<file path="src/rtl/core/antialiased_line_raster_macros.svh">
// Assertion macros for the antialiased line rasterizer.
`ifndef ANTIALIASED_LINE_RASTER_MACROS_SVH
`define ANTIALIASED_LINE_RASTER_MACROS_SVH

// Check a consequence in the same cycle.
`define ALR_ASSERT_SAME(label, ante, cons, msg) \
    label: assert property (@(posedge i_clk) disable iff (!i_rst_n) \
        (ante) |-> (cons)) else $error(msg);

// Check a consequence in the following cycle.
`define ALR_ASSERT_NEXT(label, ante, cons, msg) \
    label: assert property (@(posedge i_clk) disable iff (!i_rst_n) \
        (ante) |=> (cons)) else $error(msg);

`endif

</file>
<file path="src/rtl/core/alr_pkg.sv">
// Shared constants, codes and control types of the line rasterizer.
package alr_pkg;

    localparam int COORD_BITS_DEF = 12;
    localparam int FRAC_BITS_DEF  = 16;
    localparam int COLOR_BITS     = 24;
    localparam int CHAN_BITS      = 8;
    localparam int NUM_CHANS      = 3;

    localparam logic [COLOR_BITS-1:0] SENTINEL_RESET = 24'hFA9284;

    localparam logic MODE_LOAD   = 1'b0;
    localparam logic MODE_COLUMN = 1'b1;

    typedef enum logic [1:0] {
        ST_IDLE,
        ST_DIVIDE,
        ST_FINISH
    } t_state;

    typedef struct packed {
        logic load;
        logic column;
        logic div_step;
        logic div_finish;
    } t_cmd;

    typedef struct packed {
        logic last;
    } t_status;

endpackage

</file>
<file path="src/rtl/core/alr_channels.sv">
// Request channel interfaces: line and column requests, pixel pairs, configuration.
interface alr_line_if #(
    parameter int COORD_BITS = alr_pkg::COORD_BITS_DEF
);
    logic                                 valid;
    logic                                 ready;
    logic                                 mode;
    logic signed [COORD_BITS-1:0]         start_x;
    logic signed [COORD_BITS-1:0]         start_y;
    logic signed [COORD_BITS-1:0]         end_x;
    logic signed [COORD_BITS-1:0]         end_y;
    logic [alr_pkg::COLOR_BITS-1:0]       start_color;
    logic [alr_pkg::COLOR_BITS-1:0]       end_color;

    modport source (
        output valid, mode, start_x, start_y, end_x, end_y, start_color, end_color,
        input  ready
    );
    modport sink (
        input  valid, mode, start_x, start_y, end_x, end_y, start_color, end_color,
        output ready
    );
endinterface

interface alr_pix_if #(
    parameter int COORD_BITS = alr_pkg::COORD_BITS_DEF
);
    logic                                 valid;
    logic                                 ready;
    logic signed [COORD_BITS-1:0]         lower_px_x;
    logic signed [COORD_BITS-1:0]         lower_px_y;
    logic [alr_pkg::COLOR_BITS-1:0]       lower_color;
    logic signed [COORD_BITS-1:0]         upper_px_x;
    logic signed [COORD_BITS-1:0]         upper_px_y;
    logic [alr_pkg::COLOR_BITS-1:0]       upper_color;
    logic                                 last_column;

    modport source (
        output valid, lower_px_x, lower_px_y, lower_color,
               upper_px_x, upper_px_y, upper_color, last_column,
        input  ready
    );
    modport sink (
        input  valid, lower_px_x, lower_px_y, lower_color,
               upper_px_x, upper_px_y, upper_color, last_column,
        output ready
    );
endinterface

interface alr_cfg_if;
    logic                           valid;
    logic                           ready;
    logic [alr_pkg::COLOR_BITS-1:0] data;

    modport source (output valid, data, input ready);
    modport sink   (input valid, data, output ready);
endinterface

</file>
<file path="src/rtl/core/antialiased_line_raster.sv">
// Antialiased line rasterizer top level: one pixel pair per column request.
//
// i_line carries requests: mode 0 loads a line (two endpoints, two colors),
// mode 1 asks for the next column. o_pix returns one pixel pair per column
// request while a line is active; a column request with no active line is
// taken and dropped. i_cfg writes the sentinel color and is always ready.
// A load is accepted, then runs the bit-serial gradient divider (one quotient
// bit per cycle) and its finish step before i_line is ready again.
// A column request is answered in the cycle after acceptance from the output
// register; columns sustain one per cycle while o_pix is drained.
// If o_pix stalls, the held pair stays put and i_line drops ready until the
// output register is taken. Synchronous reset clears control state, returns
// the block to idle with no line active and restores the sentinel color.
// The last column of a line is flagged with last_column.
`include "antialiased_line_raster_macros.svh"

module antialiased_line_raster #(
    parameter int COORD_BITS = alr_pkg::COORD_BITS_DEF,
    parameter int FRAC_BITS  = alr_pkg::FRAC_BITS_DEF
) (
    input  logic      i_clk,
    input  logic      i_rst_n,
    alr_line_if.sink  i_line,
    alr_pix_if.source o_pix,
    alr_cfg_if.sink   i_cfg
);

    alr_pkg::t_cmd    cmd;
    alr_pkg::t_status status;

    assign i_cfg.ready = 1'b1;

    alr_ctrl #(
        .FRAC_BITS (FRAC_BITS)
    ) u_ctrl (
        .i_clk       (i_clk),
        .i_rst_n     (i_rst_n),
        .i_in_valid  (i_line.valid),
        .i_in_mode   (i_line.mode),
        .o_in_ready  (i_line.ready),
        .i_out_ready (o_pix.ready),
        .o_out_valid (o_pix.valid),
        .i_status    (status),
        .o_cmd       (cmd)
    );

    alr_datapath #(
        .COORD_BITS (COORD_BITS),
        .FRAC_BITS  (FRAC_BITS)
    ) u_datapath (
        .i_clk         (i_clk),
        .i_rst_n       (i_rst_n),
        .i_cmd         (cmd),
        .o_status      (status),
        .i_cfg_we      (i_cfg.valid && i_cfg.ready),
        .i_cfg_data    (i_cfg.data),
        .i_start_x     (i_line.start_x),
        .i_start_y     (i_line.start_y),
        .i_end_x       (i_line.end_x),
        .i_end_y       (i_line.end_y),
        .i_start_color (i_line.start_color),
        .i_end_color   (i_line.end_color),
        .o_lower_px_x  (o_pix.lower_px_x),
        .o_lower_px_y  (o_pix.lower_px_y),
        .o_lower_color (o_pix.lower_color),
        .o_upper_px_x  (o_pix.upper_px_x),
        .o_upper_px_y  (o_pix.upper_px_y),
        .o_upper_color (o_pix.upper_color),
        .o_last_column (o_pix.last_column)
    );

    `ALR_ASSERT_NEXT(a_load_blocks_input, i_line.valid && i_line.ready && i_line.mode == alr_pkg::MODE_LOAD, !i_line.ready, "input ready right after a line load")
    `ALR_ASSERT_SAME(a_column_slot_free, cmd.column, !o_pix.valid || o_pix.ready, "column emitted over an untaken pixel pair")
    `ALR_ASSERT_NEXT(a_column_gives_valid, cmd.column, o_pix.valid, "column emitted without output valid")

endmodule

</file>
<file path="src/rtl/core/alr_ctrl.sv">
// Controller: request acceptance, gradient division sequencing, output valid.
module alr_ctrl #(
    parameter int FRAC_BITS = alr_pkg::FRAC_BITS_DEF
) (
    input  logic             i_clk,
    input  logic             i_rst_n,
    input  logic             i_in_valid,
    input  logic             i_in_mode,
    output logic             o_in_ready,
    input  logic             i_out_ready,
    output logic             o_out_valid,
    input  alr_pkg::t_status i_status,
    output alr_pkg::t_cmd    o_cmd
);

    localparam int CNT_BITS = $clog2(FRAC_BITS + 1);

    alr_pkg::t_state     r_state, n_state;
    logic [CNT_BITS-1:0] r_cnt, n_cnt;
    logic                r_drawing, n_drawing;
    logic                r_out_valid, n_out_valid;
    logic                in_acc;

    always_ff @(posedge i_clk) begin
        if (!i_rst_n) begin
            r_state     <= alr_pkg::ST_IDLE;
            r_cnt       <= '0;
            r_drawing   <= 1'b0;
            r_out_valid <= 1'b0;
        end else begin
            r_state     <= n_state;
            r_cnt       <= n_cnt;
            r_drawing   <= n_drawing;
            r_out_valid <= n_out_valid;
        end
    end

    always_comb begin
        n_state     = r_state;
        n_cnt       = r_cnt;
        n_drawing   = r_drawing;
        n_out_valid = r_out_valid;
        o_in_ready  = 1'b0;
        in_acc      = 1'b0;
        o_cmd       = '0;

        if (r_out_valid && i_out_ready) begin
            n_out_valid = 1'b0;
        end

        case (r_state)
            alr_pkg::ST_IDLE: begin
                o_in_ready = !r_out_valid || i_out_ready;
                in_acc     = i_in_valid && o_in_ready;
                if (in_acc && i_in_mode == alr_pkg::MODE_LOAD) begin
                    o_cmd.load = 1'b1;
                    n_drawing  = 1'b1;
                    n_cnt      = CNT_BITS'(FRAC_BITS);
                    n_state    = alr_pkg::ST_DIVIDE;
                end else if (in_acc && i_in_mode == alr_pkg::MODE_COLUMN && r_drawing) begin
                    o_cmd.column = 1'b1;
                    n_out_valid  = 1'b1;
                    if (i_status.last) begin
                        n_drawing = 1'b0;
                    end
                end
            end
            alr_pkg::ST_DIVIDE: begin
                o_cmd.div_step = 1'b1;
                if (r_cnt == '0) begin
                    n_state = alr_pkg::ST_FINISH;
                end else begin
                    n_cnt = r_cnt - 1'b1;
                end
            end
            alr_pkg::ST_FINISH: begin
                o_cmd.div_finish = 1'b1;
                n_state          = alr_pkg::ST_IDLE;
            end
            default: begin
                n_state = alr_pkg::ST_IDLE;
            end
        endcase
    end

    assign o_out_valid = r_out_valid;

endmodule

</file>
<file path="src/rtl/core/alr_datapath.sv">
// Datapath: line setup, bit-serial gradient divider, column stepping and weighting.
module alr_datapath #(
    parameter int COORD_BITS = alr_pkg::COORD_BITS_DEF,
    parameter int FRAC_BITS  = alr_pkg::FRAC_BITS_DEF
) (
    input  logic                               i_clk,
    input  logic                               i_rst_n,
    input  alr_pkg::t_cmd                      i_cmd,
    output alr_pkg::t_status                   o_status,
    input  logic                               i_cfg_we,
    input  logic [alr_pkg::COLOR_BITS-1:0]     i_cfg_data,
    input  logic signed [COORD_BITS-1:0]       i_start_x,
    input  logic signed [COORD_BITS-1:0]       i_start_y,
    input  logic signed [COORD_BITS-1:0]       i_end_x,
    input  logic signed [COORD_BITS-1:0]       i_end_y,
    input  logic [alr_pkg::COLOR_BITS-1:0]     i_start_color,
    input  logic [alr_pkg::COLOR_BITS-1:0]     i_end_color,
    output logic signed [COORD_BITS-1:0]       o_lower_px_x,
    output logic signed [COORD_BITS-1:0]       o_lower_px_y,
    output logic [alr_pkg::COLOR_BITS-1:0]     o_lower_color,
    output logic signed [COORD_BITS-1:0]       o_upper_px_x,
    output logic signed [COORD_BITS-1:0]       o_upper_px_y,
    output logic [alr_pkg::COLOR_BITS-1:0]     o_upper_color,
    output logic                               o_last_column
);

    localparam int POS_BITS = COORD_BITS + FRAC_BITS;
    localparam int REM_BITS = COORD_BITS + 2;
    localparam int DEN_BITS = COORD_BITS + 1;
    localparam int Q_BITS   = FRAC_BITS + 1;
    localparam int CB       = alr_pkg::CHAN_BITS;

    logic [alr_pkg::COLOR_BITS-1:0] r_sentinel;

    logic signed [COORD_BITS-1:0]   r_col_x;
    logic signed [COORD_BITS-1:0]   r_final_x;
    logic [POS_BITS-1:0]            r_minor;
    logic [POS_BITS-1:0]            r_slope;
    logic                           r_steep;
    logic [alr_pkg::COLOR_BITS-1:0] r_color;
    logic [REM_BITS-1:0]            r_rem;
    logic [DEN_BITS-1:0]            r_den;
    logic [Q_BITS-1:0]              r_quot;
    logic                           r_neg;
    logic                           r_dx_zero;

    logic signed [COORD_BITS-1:0]   r_lo_x, r_lo_y, r_hi_x, r_hi_y;
    logic [alr_pkg::COLOR_BITS-1:0] r_lo_color, r_hi_color;
    logic                           r_last;

    // line setup
    logic [DEN_BITS-1:0]          raw_dx, raw_dy, abs_dx, abs_dy;
    logic                         steep, swap;
    logic signed [COORD_BITS-1:0] p0x, p0y, p1x, p1y, sx, sy, ex, ey;
    logic [DEN_BITS-1:0]          dx, dy, abs_dy_line;

    assign raw_dx = {i_end_x[COORD_BITS-1], i_end_x} - {i_start_x[COORD_BITS-1], i_start_x};
    assign raw_dy = {i_end_y[COORD_BITS-1], i_end_y} - {i_start_y[COORD_BITS-1], i_start_y};
    assign abs_dx = raw_dx[DEN_BITS-1] ? -raw_dx : raw_dx;
    assign abs_dy = raw_dy[DEN_BITS-1] ? -raw_dy : raw_dy;
    assign steep  = abs_dy > abs_dx;

    assign p0x  = steep ? i_start_y : i_start_x;
    assign p0y  = steep ? i_start_x : i_start_y;
    assign p1x  = steep ? i_end_y   : i_end_x;
    assign p1y  = steep ? i_end_x   : i_end_y;
    assign swap = p0x > p1x;
    assign sx   = swap ? p1x : p0x;
    assign sy   = swap ? p1y : p0y;
    assign ex   = swap ? p0x : p1x;
    assign ey   = swap ? p0y : p1y;

    assign dx          = {ex[COORD_BITS-1], ex} - {sx[COORD_BITS-1], sx};
    assign dy          = {ey[COORD_BITS-1], ey} - {sy[COORD_BITS-1], sy};
    assign abs_dy_line = dy[DEN_BITS-1] ? -dy : dy;

    // divider step
    logic [REM_BITS-1:0] rem_diff;
    logic                rem_ge;

    assign rem_ge   = r_rem >= {1'b0, r_den};
    assign rem_diff = r_rem - {1'b0, r_den};

    // gradient result
    logic [POS_BITS-1:0] quot_ext, slope_val;

    assign quot_ext  = {{(POS_BITS-Q_BITS){1'b0}}, r_quot};
    assign slope_val = r_dx_zero ? {{(COORD_BITS-1){1'b0}}, 1'b1, {FRAC_BITS{1'b0}}}
                     : (r_neg ? -quot_ext : quot_ext);

    // column pair
    logic                         iny_neg, frac_nz, lo_keep;
    logic [FRAC_BITS-1:0]         iny_low, frac;
    logic signed [COORD_BITS-1:0] iny_int, hi_c, lo_c;
    logic [Q_BITS-1:0]            w_frac, w_rest, w_lo, w_hi;
    logic [alr_pkg::COLOR_BITS-1:0] lo_scaled, hi_scaled;

    assign iny_neg = r_minor[POS_BITS-1];
    assign iny_low = r_minor[FRAC_BITS-1:0];
    assign iny_int = r_minor[POS_BITS-1:FRAC_BITS];
    assign frac_nz = |iny_low;
    assign frac    = iny_neg ? -iny_low : iny_low;
    assign hi_c    = iny_int + {{(COORD_BITS-1){1'b0}}, iny_neg && frac_nz};
    assign lo_keep = (iny_neg || iny_int == '0) && frac_nz;
    assign lo_c    = lo_keep ? iny_int : iny_int - 1'b1;

    assign w_frac = {1'b0, frac};
    assign w_rest = {1'b1, {FRAC_BITS{1'b0}}} - w_frac;
    assign w_lo   = iny_neg ? w_frac : w_rest;
    assign w_hi   = iny_neg ? w_rest : w_frac;

    for (genvar ch = 0; ch < alr_pkg::NUM_CHANS; ch++) begin : g_chan
        logic [CB+Q_BITS-1:0] prod_lo, prod_hi;
        assign prod_lo = {{Q_BITS{1'b0}}, r_color[ch*CB +: CB]} * {{CB{1'b0}}, w_lo};
        assign prod_hi = {{Q_BITS{1'b0}}, r_color[ch*CB +: CB]} * {{CB{1'b0}}, w_hi};
        assign lo_scaled[ch*CB +: CB] = prod_lo[FRAC_BITS +: CB];
        assign hi_scaled[ch*CB +: CB] = prod_hi[FRAC_BITS +: CB];
    end

    assign o_status.last = r_col_x == r_final_x;

    always_ff @(posedge i_clk) begin
        if (!i_rst_n) begin
            r_sentinel <= alr_pkg::SENTINEL_RESET;
        end else if (i_cfg_we) begin
            r_sentinel <= i_cfg_data;
        end
    end

    always_ff @(posedge i_clk) begin
        if (i_cmd.load) begin
            r_col_x   <= sx;
            r_final_x <= ex;
            r_minor   <= {sy, {FRAC_BITS{1'b0}}};
            r_steep   <= steep;
            r_color   <= (i_start_color == r_sentinel) ? i_end_color : i_start_color;
            r_rem     <= {1'b0, abs_dy_line};
            r_den     <= dx;
            r_quot    <= '0;
            r_neg     <= dy[DEN_BITS-1];
            r_dx_zero <= dx == '0;
        end else if (i_cmd.div_step) begin
            r_quot <= {r_quot[Q_BITS-2:0], rem_ge};
            r_rem  <= rem_ge ? {rem_diff[REM_BITS-2:0], 1'b0} : {r_rem[REM_BITS-2:0], 1'b0};
        end else if (i_cmd.div_finish) begin
            r_slope <= slope_val;
        end else if (i_cmd.column) begin
            r_col_x <= r_col_x + 1'b1;
            r_minor <= r_minor + r_slope;
        end
    end

    always_ff @(posedge i_clk) begin
        if (i_cmd.column) begin
            r_lo_x     <= r_steep ? lo_c : r_col_x;
            r_lo_y     <= r_steep ? r_col_x : lo_c;
            r_hi_x     <= r_steep ? hi_c : r_col_x;
            r_hi_y     <= r_steep ? r_col_x : hi_c;
            r_lo_color <= lo_scaled;
            r_hi_color <= hi_scaled;
            r_last     <= o_status.last;
        end
    end

    assign o_lower_px_x  = r_lo_x;
    assign o_lower_px_y  = r_lo_y;
    assign o_lower_color = r_lo_color;
    assign o_upper_px_x  = r_hi_x;
    assign o_upper_px_y  = r_hi_y;
    assign o_upper_color = r_hi_color;
    assign o_last_column = r_last;

endmodule

</file>
<file path="src/flat_wrapper.sv">
// flat-port wrapper written by rule: the top's interface ports become plain ports
module antialiased_line_raster_flat 
#(
    parameter int COORD_BITS = alr_pkg::COORD_BITS_DEF,
    parameter int FRAC_BITS  = alr_pkg::FRAC_BITS_DEF
)
  (i_clk, i_rst_n, i_line_valid, i_line_mode, i_line_start_x, i_line_start_y, i_line_end_x, i_line_end_y, i_line_start_color, i_line_end_color, i_line_ready, o_pix_valid, o_pix_lower_px_x, o_pix_lower_px_y, o_pix_lower_color, o_pix_upper_px_x, o_pix_upper_px_y, o_pix_upper_color, o_pix_last_column, o_pix_ready, i_cfg_valid, i_cfg_data, i_cfg_ready);
  alr_line_if #(.COORD_BITS(COORD_BITS)) i_line_i ();
  alr_pix_if #(.COORD_BITS(COORD_BITS)) o_pix_i ();
  alr_cfg_if i_cfg_i ();
  input  logic i_clk;
  input  logic i_rst_n;
  input wire logic [$bits(i_line_i.valid)-1:0] i_line_valid;
  input wire logic [$bits(i_line_i.mode)-1:0] i_line_mode;
  input wire logic [$bits(i_line_i.start_x)-1:0] i_line_start_x;
  input wire logic [$bits(i_line_i.start_y)-1:0] i_line_start_y;
  input wire logic [$bits(i_line_i.end_x)-1:0] i_line_end_x;
  input wire logic [$bits(i_line_i.end_y)-1:0] i_line_end_y;
  input wire logic [$bits(i_line_i.start_color)-1:0] i_line_start_color;
  input wire logic [$bits(i_line_i.end_color)-1:0] i_line_end_color;
  output wire logic [$bits(i_line_i.ready)-1:0] i_line_ready;
  output wire logic [$bits(o_pix_i.valid)-1:0] o_pix_valid;
  output wire logic [$bits(o_pix_i.lower_px_x)-1:0] o_pix_lower_px_x;
  output wire logic [$bits(o_pix_i.lower_px_y)-1:0] o_pix_lower_px_y;
  output wire logic [$bits(o_pix_i.lower_color)-1:0] o_pix_lower_color;
  output wire logic [$bits(o_pix_i.upper_px_x)-1:0] o_pix_upper_px_x;
  output wire logic [$bits(o_pix_i.upper_px_y)-1:0] o_pix_upper_px_y;
  output wire logic [$bits(o_pix_i.upper_color)-1:0] o_pix_upper_color;
  output wire logic [$bits(o_pix_i.last_column)-1:0] o_pix_last_column;
  input wire logic [$bits(o_pix_i.ready)-1:0] o_pix_ready;
  input wire logic [$bits(i_cfg_i.valid)-1:0] i_cfg_valid;
  input wire logic [$bits(i_cfg_i.data)-1:0] i_cfg_data;
  output wire logic [$bits(i_cfg_i.ready)-1:0] i_cfg_ready;
  assign i_line_i.valid = i_line_valid;
  assign i_line_i.mode = i_line_mode;
  assign i_line_i.start_x = i_line_start_x;
  assign i_line_i.start_y = i_line_start_y;
  assign i_line_i.end_x = i_line_end_x;
  assign i_line_i.end_y = i_line_end_y;
  assign i_line_i.start_color = i_line_start_color;
  assign i_line_i.end_color = i_line_end_color;
  assign i_line_ready = i_line_i.ready;
  assign o_pix_valid = o_pix_i.valid;
  assign o_pix_lower_px_x = o_pix_i.lower_px_x;
  assign o_pix_lower_px_y = o_pix_i.lower_px_y;
  assign o_pix_lower_color = o_pix_i.lower_color;
  assign o_pix_upper_px_x = o_pix_i.upper_px_x;
  assign o_pix_upper_px_y = o_pix_i.upper_px_y;
  assign o_pix_upper_color = o_pix_i.upper_color;
  assign o_pix_last_column = o_pix_i.last_column;
  assign o_pix_i.ready = o_pix_ready;
  assign i_cfg_i.valid = i_cfg_valid;
  assign i_cfg_i.data = i_cfg_data;
  assign i_cfg_ready = i_cfg_i.ready;
  antialiased_line_raster #(.COORD_BITS(COORD_BITS), .FRAC_BITS(FRAC_BITS)) u_core (.i_clk(i_clk), .i_rst_n(i_rst_n), .i_line(i_line_i), .o_pix(o_pix_i), .i_cfg(i_cfg_i));
endmodule
</file>
<file path="config.mk">
export PLATFORM = sky130hd
export DESIGN_NAME = antialiased_line_raster_flat
export DESIGN_NICKNAME = d
export VERILOG_FILES = /design/src/rtl/core/alr_pkg.sv /design/src/rtl/core/alr_channels.sv /design/src/rtl/core/antialiased_line_raster.sv /design/src/rtl/core/alr_ctrl.sv /design/src/rtl/core/alr_datapath.sv /design/src/flat_wrapper.sv
export VERILOG_INCLUDE_DIRS = /design/src /design/src/rtl/core
export SDC_FILE = /design/constraint.sdc
export NUM_CORES = 2
export LEC_CHECK = 0
export BUFFER_PORTS_ARGS = -buffer_cell sky130_fd_sc_hd__buf_2
export CORE_ASPECT_RATIO = 1.75
export CORE_MARGIN = 2
export CORE_UTILIZATION = 43
export CTS_CLUSTER_SIZE = 12
export DETAILED_ROUTE_END_ITERATION = 12
export PLACE_DENSITY = 0.61
export SYNTH_ARGS = -nofsm -noshare
export SYNTH_HDL_FRONTEND = slang
export SYNTH_SLANG_ARGS = --single-unit
</file>
<file path="constraint.sdc">
create_clock -name i_clk -period 21.4 [get_ports i_clk]
set_input_delay 4.28 -clock i_clk [delete_from_list [all_inputs] [get_ports i_clk]]
set_output_delay 4.28 -clock i_clk [all_outputs]
set_load 0.05 [all_outputs]
</file>
==> key figures <==
Status
  • Status: completed

Global routing
  • Gr busiest metal: met2
  • Global-route wire length before repair: 196,700 um
  • Largest net degree at the start of global routing: 75
  • Antenna violations before repair: 15
  • Met1 Usage GRT: 0.2698
  • Total grt overflow: 0
  • Number of global-route vias before repair: 34.47k
  • GRT Total Usage: 0.2665
  • M2 GR Usage: 0.4935
  • GRT met3 Usage: 0.03397

Place
  • HPWL Detailed: 99,150 um
  • Port Buf Inserts: 224
  • Routability cong.: 1.029

Final layout
  • Most frequent cells in the layout: 696 x nand2_1, 601 x inv_1, 533 x fa_1
  • Sequential cell area: 0.007767 sq mm
  • Layout Area Growth over Synthesis: 9.159%
  • Multi-input gate area: 0.03012 sq mm
  • Fillcell total: 9,113
  • Leading cell type in the layout, fill and taps excluded: nand2_1
  • # nets final: 5,664
  • Final Core Density: 0.4730
  • Share of cells above drive strength 1: 0.09470

Logic synthesis
  • Avg Cell Area, Syn: 8.936 sq um
  • Syn Std Cell Area: 0.04079 sq mm
  • EDFF count, synth: 214
  • Mapped Nets: 5,578
  • Mapped Cells: 4,565
  • Post-synth cell types: 86
  • Prevailing post-synth register cell: edfxtp_1
  • FF+latch count, synth: 281
  • Ys async rst share: 0
  • Warnings, synthesis: 0
  • Sequential fraction of the synthesis area: 0.1904

STA
  • Final setup TNS: 0 ns
  • Max-slew violations: 0
  • Setup violations, final: 0
  • Rel. slew slack: 0.2134
  • Final hold viol count: 0
  • Tcrit/Tclk final: 0.7630
  • Unrepaired setup endpoints after global routing: no
  • Worst-margin pin slew: 1.173 ns
  • Max Fclk: 61.25 MHz
  • Setup Skew: 0.03724 ns
  • Fin crit period: 16.33 ns

Clock tree
  • Skew-Pair Late Insertion Delay: 0.62 ns
  • Clk buf depth: 3
  • Root Buffer: clkbuf_16
  • Hold-fix buffers at CTS: 0
  • H-Tree Depth: 2
  • CTS tree: done
  • Clock sink total: 281
  • Post-CTS setup repair buffer count: 0
  • Num CTS Buffers: 35
  • Post-CTS sizing: 0
  • Clk pin slew, worst setup/hold paths: 0.07 ns

Drt
  • DRT iter0 DRCs: 1,573
  • Routed WL: 127,200 um
  • Post-route ant nets: 0
  • Vias per inst: 5.522
  • Via Count: 32.54k
  • 1st-pass router iterations: 5
  • DRC: 0
  • Routed len/inst: 21.58 um

Floorplan
  • Initial Utilization: 0.4333
  • # rows: 149
  • Die H: 411.5 um
  • Die area: 0.09744 sq mm
  • Top Ports: 226
  • Chip Width: 236.8 um
  • Core area: 0.09415 sq mm

Hold path
  • Hold path start: u_core.u_datapath.r_rem[13]
  • Hold Crit Class: reg2reg

Worst setup path
  • Worst R2R End: u_core.u_datapath.o_upper_color[23]
  • FF-to-FF path depth: 27
  • Most frequent CP cell: a21oi_1
  • CP max stage delay: 0.66 ns
  • Worst-path fanout max: 64
  • Setup crit start kind: input pin
  • Register-to-register setup slack: 12.36 ns
  • Critical Path AT: 16.66 ns
  • R2r startpoint: u_core.u_datapath.r_minor[2]
  • CP Capture Point: u_core.u_datapath.r_rem[5]
  • CP Class: in2reg
  • CP endpoint kind: flop
  • Critical Path Start: i_line_start_x[1]
  • CP required: 21.73 ns
  • Slowest stage cell, crit path: ha_1

Flow run
  • Max_cap viols: 0
-- metrics by stage --
| step | hold slack (ns) | cell area [sq um] | std cells | setup WS, ns |
|---|---|---|---|---|
| 2_1_floorplan | 0.4428 | 40790 | 4565 | 6.462 |
| 3_3_place_gp | 0.4659 | 43370 | 5822 | 4.746 |
| 3_5_place_dp | 0.4715 | 43370 | 5822 | 4.639 |
| 4_1_cts | 0.4829 | 44510 | 5886 | 5.228 |
| 5_1_grt | 0.5214 | 44530 | 5891 | 4.089 |
| 6_report | 0.4868 | 44530 | 5892 | 5.073 |
-- routing by layer --
metal	up-vias	routed length (um)
met5	-	51
met4	8	11330
met2	962	66520
met1	16290	43560
li1	14890	-
met3	384	5710
-- layout make-up --
cell class,instances,area share
repair buffers,299,0.03782
flip-flops and latches,281,0.1744
clock buffers,52,0.02110
multi-input cells,3427,0.6764
diodes,6,0.0003372
clock inverters,12,0.004636
well taps,1208,0.03394
inverters,607,0.05128
-- worst min path at each step --
| stage | to | slack [ns] | depth (start not counted) |
|---|---|---|---|
| after floorplan | u_core.u_ctrl.r_drawing | 0.44 | 2 |
| after global placement | u_core.u_datapath.r_rem[13] | 0.47 | 2 |
| after detailed placement | u_core.u_datapath.r_rem[13] | 0.47 | 2 |
| after CTS | u_core.u_datapath.r_rem[13] | 0.48 | 2 |
| after global routing | u_core.u_datapath.r_rem[13] | 0.52 | 2 |
| final | u_core.u_datapath.r_rem[13] | 0.49 | 2 |
-- registers in the layout (all words and copies together) (netlist names), 2 cells and up --
| register | cells |
|---|---|
| u_core.u_datapath.r_minor | 28 |
| u_core.u_datapath.o_upper_color | 24 |
| u_core.u_ctrl.r_cnt | 5 |
| u_core.u_datapath.o_lower_px_x | 12 |
| u_core.u_datapath.r_col_x | 12 |
| u_core.u_datapath.o_upper_px_x | 12 |
| u_core.u_datapath.r_slope | 28 |
| u_core.u_datapath.r_rem | 14 |
| u_core.u_datapath.r_final_x | 12 |
| u_core.u_ctrl.r_state | 2 |
| u_core.u_datapath.r_color | 24 |
| u_core.u_datapath.o_upper_px_y | 12 |
| u_core.u_datapath.r_quot | 17 |
| u_core.u_datapath.o_lower_px_y | 12 |
| u_core.u_datapath.o_lower_color | 24 |
| u_core.u_datapath.r_sentinel | 24 |
| u_core.u_datapath.r_den | 13 |
-- synth_stat cells, types with 27 or more instances --
cell type  instances  share of area
nor3_1            60         0.0074
ha_1             354           0.11
nand3_1           35         0.0043
clkbuf_1         230          0.021
and3_1            31         0.0048
dfxtp_1           67          0.033
fa_1             533           0.26
nand2b_1          27         0.0041
mux2i_1           73          0.018
a21o_1            72          0.013
xor2_1           109          0.023
and2_1           324          0.050
nand2_1          696          0.064
inv_1            602          0.055
o21ai_0          118          0.014
edfxtp_1         214           0.16
mux2_2            31         0.0086
xnor2_1          154          0.033
a21oi_1          178          0.022
nor2_1           263          0.024
nor2b_1           37         0.0057
-- cells by family after synthesis --
family                   Yosys count  share of synthesized area
flip-flops                       281                     0.1904
adder cells (fa/ha/maj)          892                     0.3714
AND/OR/NAND/NOR                 1581                     0.1827
XOR/XNOR                         263                    0.05647
multiplexers                     105                    0.02684
other                              1                 0.00009193
buffers and inverters            857                    0.07926
AO/OA/AOI/OAI                    585                    0.09284
-- critical path: cells and delay by family --
| family | cells | cell delay [ns] |
|---|---|---|
| and+or+nand+nor | 15 | 4.20 |
| xor gates and xnor gates | 1 | 0.18 |
| muxes | 2 | 0.71 |
| AOI/OAI and AO/OA | 18 | 3.46 |
| buffers and inverters | 6 | 1.98 |
| adders and majority gates | 4 | 1.76 |
Power is left out: the tool's default activity adds up to more than one toggle a clock period on the data nets, which glitch-free logic cannot reach.
